<file path="src/rtl/core/gla_pkg.sv">
package gla_pkg;

    // fixed field widths of the request and response
    localparam int QUBIT_W = 6;
    localparam int LAYER_W = 12;
    localparam int DEPTH_W = 13;

    // one gate request
    typedef struct packed {
        logic               circuit_start;
        logic [QUBIT_W-1:0] qubit_a;
        logic [QUBIT_W-1:0] qubit_b;
        logic               two_qubit;
    } t_gate_req;

    // one layer response
    typedef struct packed {
        logic [LAYER_W-1:0] gate_layer;
        logic [DEPTH_W-1:0] circuit_depth;
        logic               saturated;
    } t_gate_rsp;

endpackage

</file>
<file path="src/rtl/core/gate_layer_assigner.sv">
// channel   | valid    | ready    | payload
// ----------+----------+----------+-----------------------
// gate in   | i_valid  | o_ready  | i_req (t_gate_req)
// layer out | o_valid  | i_ready  | o_rsp (t_gate_rsp)
//
// One gate per cycle sustained while i_ready holds; a taken gate is registered in
// the middle stage, then in the response register. The qubit table sits in two
// banks (one per write port) read at both qubits on take; per-entry bank select
// and valid bits pick the live value, and the previous gate's write is forwarded.
// Reset (synchronous, active low) clears the pipeline, valid bits and running
// maximum, so no clearing pass is needed. A stalled output holds both stages.
module gate_layer_assigner
    import gla_pkg::*;
#(
    parameter int NUM_QUBITS = 64,
    parameter int MAX_LAYERS = 4096
) (
    input  logic      i_clk,
    input  logic      i_rst_n,
    input  logic      i_valid,
    output logic      o_ready,
    input  t_gate_req i_req,
    output logic      o_valid,
    input  logic      i_ready,
    output t_gate_rsp o_rsp
);

    localparam int QW = $clog2(NUM_QUBITS);
    localparam int LW = $clog2(MAX_LAYERS);
    localparam int EW = (LW + 1 > DEPTH_W) ? LW + 1 : DEPTH_W;
    localparam logic [LW-1:0] TOP_LAYER = LW'(MAX_LAYERS - 1);

    // table banks, bank a takes the first qubit write, bank b the second
    logic [LW-1:0] r_mem_a [NUM_QUBITS];
    logic [LW-1:0] r_mem_b [NUM_QUBITS];
    logic [NUM_QUBITS-1:0] r_lvt;
    logic [NUM_QUBITS-1:0] r_valid;
    logic [NUM_QUBITS-1:0] n_valid;
    logic [NUM_QUBITS-1:0] n_lvt;
    logic [LW-1:0] r_max;
    logic [LW-1:0] n_max;

    // middle stage
    logic          r_s1_v;
    logic          r_s1_start;
    logic          r_s1_two;
    logic          r_s1_ina;
    logic          r_s1_inb;
    logic [QW-1:0] r_s1_ia;
    logic [QW-1:0] r_s1_ib;
    logic [LW-1:0] r_rd_aa;
    logic [LW-1:0] r_rd_ab;
    logic [LW-1:0] r_rd_ba;
    logic [LW-1:0] r_rd_bb;

    // write seen by the gate in the middle stage at its read edge
    logic          r_fwd_a_en;
    logic          r_fwd_b_en;
    logic [QW-1:0] r_fwd_ia;
    logic [QW-1:0] r_fwd_ib;
    logic [LW-1:0] r_fwd_val;

    // output register
    logic      r_out_v;
    t_gate_rsp r_out;

    logic          load;
    logic          adv;
    logic [QW-1:0] in_ia;
    logic [QW-1:0] in_ib;
    logic          in_ina;
    logic          in_inb;
    logic [LW-1:0] raw_a;
    logic [LW-1:0] raw_b;
    logic [LW-1:0] ent_a;
    logic [LW-1:0] ent_b;
    logic [LW-1:0] layer;
    logic [LW-1:0] nxt;
    logic          wr_a_en;
    logic          wr_b_en;
    logic [EW-1:0] layer_x;
    logic [EW-1:0] depth_x;

    // handshake
    assign adv     = r_s1_v && (!r_out_v || i_ready);
    assign o_ready = !r_s1_v || adv;
    assign load    = i_valid && o_ready;
    assign o_valid = r_out_v;
    assign o_rsp   = r_out;

    // request decode
    assign in_ia  = QW'(i_req.qubit_a);
    assign in_ib  = QW'(i_req.qubit_b);
    assign in_ina = 32'(i_req.qubit_a) < NUM_QUBITS;
    assign in_inb = 32'(i_req.qubit_b) < NUM_QUBITS;

    // live entry of each qubit
    always_comb begin
        raw_a = r_lvt[r_s1_ia] ? r_rd_ba : r_rd_aa;
        if ((r_fwd_a_en && r_fwd_ia == r_s1_ia) || (r_fwd_b_en && r_fwd_ib == r_s1_ia)) begin
            raw_a = r_fwd_val;
        end
        raw_b = r_lvt[r_s1_ib] ? r_rd_bb : r_rd_ab;
        if ((r_fwd_a_en && r_fwd_ia == r_s1_ib) || (r_fwd_b_en && r_fwd_ib == r_s1_ib)) begin
            raw_b = r_fwd_val;
        end
        ent_a = (r_s1_ina && r_valid[r_s1_ia] && !r_s1_start) ? raw_a : '0;
        ent_b = (r_s1_two && r_s1_inb && r_valid[r_s1_ib] && !r_s1_start) ? raw_b : '0;
    end

    // layer, next free layer and running maximum
    always_comb begin
        layer = (ent_b > ent_a) ? ent_b : ent_a;
        if (layer > TOP_LAYER) begin
            layer = TOP_LAYER;
        end
        nxt = (layer < TOP_LAYER) ? layer + LW'(1) : TOP_LAYER;
        n_max = r_s1_start ? '0 : r_max;
        if (layer > n_max) begin
            n_max = layer;
        end
        layer_x = EW'(layer);
        depth_x = EW'(n_max) + EW'(1);
    end

    // write enables; a repeated qubit goes to bank a only
    assign wr_a_en = adv && r_s1_ina;
    assign wr_b_en = adv && r_s1_two && r_s1_inb && !(r_s1_ina && r_s1_ia == r_s1_ib);

    // valid bits and bank select update
    always_comb begin
        n_valid = r_s1_start ? '0 : r_valid;
        n_lvt   = r_lvt;
        if (wr_a_en) begin
            n_valid[r_s1_ia] = 1'b1;
            n_lvt[r_s1_ia]   = 1'b0;
        end
        if (wr_b_en) begin
            n_valid[r_s1_ib] = 1'b1;
            n_lvt[r_s1_ib]   = 1'b1;
        end
    end

    // table banks: read at take, write when the gate leaves the middle stage
    always_ff @(posedge i_clk) begin
        if (load) begin
            r_rd_aa <= r_mem_a[in_ia];
            r_rd_ab <= r_mem_a[in_ib];
            r_rd_ba <= r_mem_b[in_ia];
            r_rd_bb <= r_mem_b[in_ib];
        end
        if (wr_a_en) begin
            r_mem_a[r_s1_ia] <= nxt;
        end
        if (wr_b_en) begin
            r_mem_b[r_s1_ib] <= nxt;
        end
    end

    // middle stage payload and forwarded write
    always_ff @(posedge i_clk) begin
        if (load) begin
            r_s1_start <= i_req.circuit_start;
            r_s1_two   <= i_req.two_qubit;
            r_s1_ina   <= in_ina;
            r_s1_inb   <= in_inb;
            r_s1_ia    <= in_ia;
            r_s1_ib    <= in_ib;
            r_fwd_a_en <= wr_a_en;
            r_fwd_b_en <= wr_b_en;
            r_fwd_ia   <= r_s1_ia;
            r_fwd_ib   <= r_s1_ib;
            r_fwd_val  <= nxt;
        end
        if (adv) begin
            r_lvt                  <= n_lvt;
            r_out.gate_layer       <= layer_x[LAYER_W-1:0];
            r_out.circuit_depth    <= depth_x[DEPTH_W-1:0];
            r_out.saturated        <= n_max >= TOP_LAYER;
        end
    end

    // control state
    always_ff @(posedge i_clk) begin
        if (!i_rst_n) begin
            r_s1_v  <= 1'b0;
            r_out_v <= 1'b0;
            r_valid <= '0;
            r_max   <= '0;
        end else begin
            if (load) begin
                r_s1_v <= 1'b1;
            end else if (adv) begin
                r_s1_v <= 1'b0;
            end
            if (adv) begin
                r_out_v <= 1'b1;
                r_valid <= n_valid;
                r_max   <= n_max;
            end else if (i_ready) begin
                r_out_v <= 1'b0;
            end
        end
    end

endmodule
</file>
<file path="config.mk">
export PLATFORM = sky130hd
export DESIGN_NAME = gate_layer_assigner
export DESIGN_NICKNAME = d
export VERILOG_FILES = /design/src/rtl/core/gla_pkg.sv /design/src/rtl/core/gate_layer_assigner.sv
export SDC_FILE = /design/constraint.sdc
export NUM_CORES = 2
export LEC_CHECK = 0
export BUFFER_PORTS_ARGS = -buffer_cell sky130_fd_sc_hd__buf_2
export CAP_MARGIN = 25
export CORE_ASPECT_RATIO = 0.75
export CORE_UTILIZATION = 50
export CTS_BUF_LIST = sky130_fd_sc_hd__clkbuf_8
export DETAILED_ROUTE_END_ITERATION = 8
export PLACE_DENSITY = 0.68
export SLEW_MARGIN = 20
export SYNTH_ARGS = -nofsm -noshare
export SYNTH_HDL_FRONTEND = slang
export SYNTH_SLANG_ARGS = --single-unit
export TNS_END_PERCENT = 10
</file>
<file path="constraint.sdc">
create_clock -name i_clk -period 11.1 [get_ports i_clk]
set_input_delay 1.11 -clock i_clk [delete_from_list [all_inputs] [get_ports i_clk]]
set_output_delay 1.11 -clock i_clk [all_outputs]
set_load 0.01 [all_outputs]
</file>
==> impl_metrics.toml <==
[setup_path]
r2r_slack_ps = 780
start_kind = "flop"
crit_buf_inv = 2
crit_family = "compound AO/OA/AOI/OAI gates"
reg2reg_depth = 33
cpMostUsedCell = "o21a_1"
rr_startpoint = "r_s1_ib[2]"
cp.arrival_ps = 11060
critPathMaxFanout = 24
max_stage_delay_ps = 1030
slowest_stage = "edfxtp_1"
reg2reg_to = "o_rsp[11]"
crit_required_ps = 11830
path_class = "reg2reg"
end_kind = "flop"

[clock_tree]
clk-insertion-delay-late_ps = 1050
cts.hold.buffers_added = 0
cts_resized = 0
path_clk_slew_ps = 70
cts_made_buffers = 291
cts_max_level = 5
cts_tree = "done"
post_cts_buffers = 0
clock-sinks = 1792
cts_buffer_depth = 4
clock-root-buffer = "clkbuf_8"

[global_routing]
grt_pass1_vias = 47960
grt_pass1_wl_mm = 368.8
groute.usage.overall_pct = 31.06
grt_start_max_net_pins = 130
antenna_found_initial = 35
gr-total-overflow = 0

[die]
ios = 46
num_rows = 130
die_area_um2 = 170600
die_w_um = 476.6
start_util_pct = 50.42
die_h_um = 357.9
coreArea_um2 = 167500

[timing]
rsz0062_at_grt = "no"
hold_viol_final = 0
fin_setup_tns_ps = 0
finClkSkew_ps = 72.86
slew_violations = 0
setup_slack_ps = 777.5
tightest_slew_ps = 1089
fin_crit_sh_pct = 93.00
setup_viol = 0
max_slew_margin_pct = 27.39
min_period_ps = 10320
clock.fmax_mhz = 96.88

[finish]
areaGrowthSynthToFinish_pct = 10.90
fin_nets = 4488
layout-drive-gt1-share_pct = 38.90
fillers = 12640

[synthesis]
ys_async_sr_fraction_pct = 0
syn_area_um2 = 84460
synth_top_area_share_pct = 60.94
synth-edff-count = 1714
synth_commonest_cells = "edfxtp_1 (1,714), mux4_2 (1,026), clkbuf_1 (219)"
netlist_instances = 4233
synthTopCellsByArea = "edfxtp_1 (61%), mux4_2 (27%), dfxtp_1 (1.8%), clkbuf_1 (0.97%), o21ai_0 (0.88%)"
synth_ff_type = "edfxtp_1"
syn_nets = 4276
yosysWarnings = 0
ys_seq_elements = 1792
yosysTopAreaCell = "edfxtp_1"
synth_area_per_cell_um2 = 19.95
yosysMostFrequentCell = "edfxtp_1"
ys_seq_area_share_pct = 62.78
yosysUniqueCellTypes = 78

[detailed_routing]
drt_iter0_drc = 7767
route.detailed.drc = 0
drt-wirelength-per-cell_um = 38.15
dr.pass1.iters = 8
final_antenna_net_count = 0
routed_wirelength_mm = 262.7
vias_per_cell = 7.077
num_vias = 48730

[power_and_ir_drop]
powerDensity_nw_per_um2 = 151.3
peakVddDrop_v = 0.0001430
power.leakage_nw = 29.89

[worst_hold_path]
holdPathStages = 1
min-delay-start = "i_req[13]"
min_to = "r_s1_start"
hp-class = "in2reg"

[run_status]
status = "complete, no violations"

[flow_run]
drv_cap = 0

[placement]
hpwl_mm = 164.2
io_buffers = 45
dp_slack_ps = 1064
place_congestion = 1.005
-- cells by family (layout without fill, tap and decap cells) --
family,Yosys count,after routing,synth area share (%)
compound gates,421,421,3.471
simple gates,465,465,2.729
other cells,0,2,0
flops,1792,1792,62.78
fa+ha+maj,25,25,0.3703
mux,1114,1114,28.44
buf+inv,373,780,1.757
xor+xnor,43,43,0.4459
-- power breakdown --
| group | internal [mW] | leakage, nW | switching [mW] | total [mW] |
|---|---|---|---|---|
| sequential | 7.49 | 16.5 | 0.0653 | 7.56 |
| combinational | 0.554 | 10.5 | 0.829 | 1.38 |
| clock | 2.61 | 2.92 | 2.62 | 5.23 |
-- cell usage in the layout, fill, tap and decap left out, types with 19 or more instances in the layout --
cell,count
edfxtp_1,1714
mux4_2,1026
clkbuf_8,302
buf_4,169
o21ai_0,147
inv_1,118
nor2_2,108
nor2b_1,94
dfxtp_1,78
a211oi_1,76
nand2_1,69
clkinv_1,58
nor2_1,57
mux2i_1,56
buf_2,37
clkinv_2,33
nand3_1,25
xnor2_1,25
ha_1,25
mux2_2,24
a21oi_1,23
buf_8,19
-- layout make-up --
cell class              count  area (µm²)  share of cell area [%]
diodes                      2       5.005                0.005343
clock buffers             300        4129                   4.408
repair buffers            256        2207                   2.356
inverters                  36       137.6                  0.1469
multi-input cells        2068       30440                   32.50
well taps                2244        2808                   2.997
clock inverters           188       908.4                  0.9698
flip-flops and latches   1792       53030                   56.62
-- per-layer routing --
layer / up-vias / track usage [%] / part of all wire [%]
met5: - / 0 / 0.048
li1: 18780 / - / -
met2: 3226 / 43.86 / 44
met4: 14 / 9.793 / 3.0
met3: 450 / 8.782 / 13
met1: 26260 / 46.92 / 40
-- worst reg2reg max path, delay by kind of cell (launching register included) --
kind	cells	cell delay (ps)
buffers and inverters	2	640
muxes	5	1990
and+or+nand+nor	8	1800
adders and majority gates	3	980
AOI/OAI and AO/OA	14	3530
xor gates and xnor gates	1	100
DFF	1	1030
-- registers in the layout, summed over array words and instances, names as in the netlist, 12 cells and up --
name and flops:
r_mem_b 768, r_rd_ab 12, r_fwd_val 12, r_mem_a 768, r_rd_bb 12, r_max 12
r_lvt 64, r_valid 64, o_rsp 26, r_rd_ba 12, r_rd_aa 12
-- worst max path at each step --
stage | startpoint | endpoint | slack [ps] | depth (start not counted)
2_1_floorplan | r_s1_ib[2] | r_fwd_val[11] | 1120 | 26
5_1_grt | r_s1_ib[2] | o_rsp[11] | 80 | 33
3_5_place_dp | r_s1_ia[2] | o_rsp[11] | 1060 | 33
3_3_place_gp | r_s1_ib[2] | o_rsp[11] | 1030 | 34
6_report | r_s1_ib[2] | o_rsp[11] | 780 | 33
4_1_cts | r_s1_ia[2] | o_rsp[11] | 1000 | 33
-- per-stage QoR --
step                      utilization, %  std cells  instance area [µm²]  hold WS (ps)  power [mW]
after floorplan                        -       4233                84460         420.6       8.556
after global placement             52.61       6366                88150         478.3       9.051
after detailed placement           52.85       6390                88540         494.8       9.058
after CTS                          55.85       6878                93580         179.5       14.21
after global routing               55.91       6885                93670         245.0       14.57
final                              55.91       6886                93670         279.9       14.17
Power figures use the tool's default switching activity.
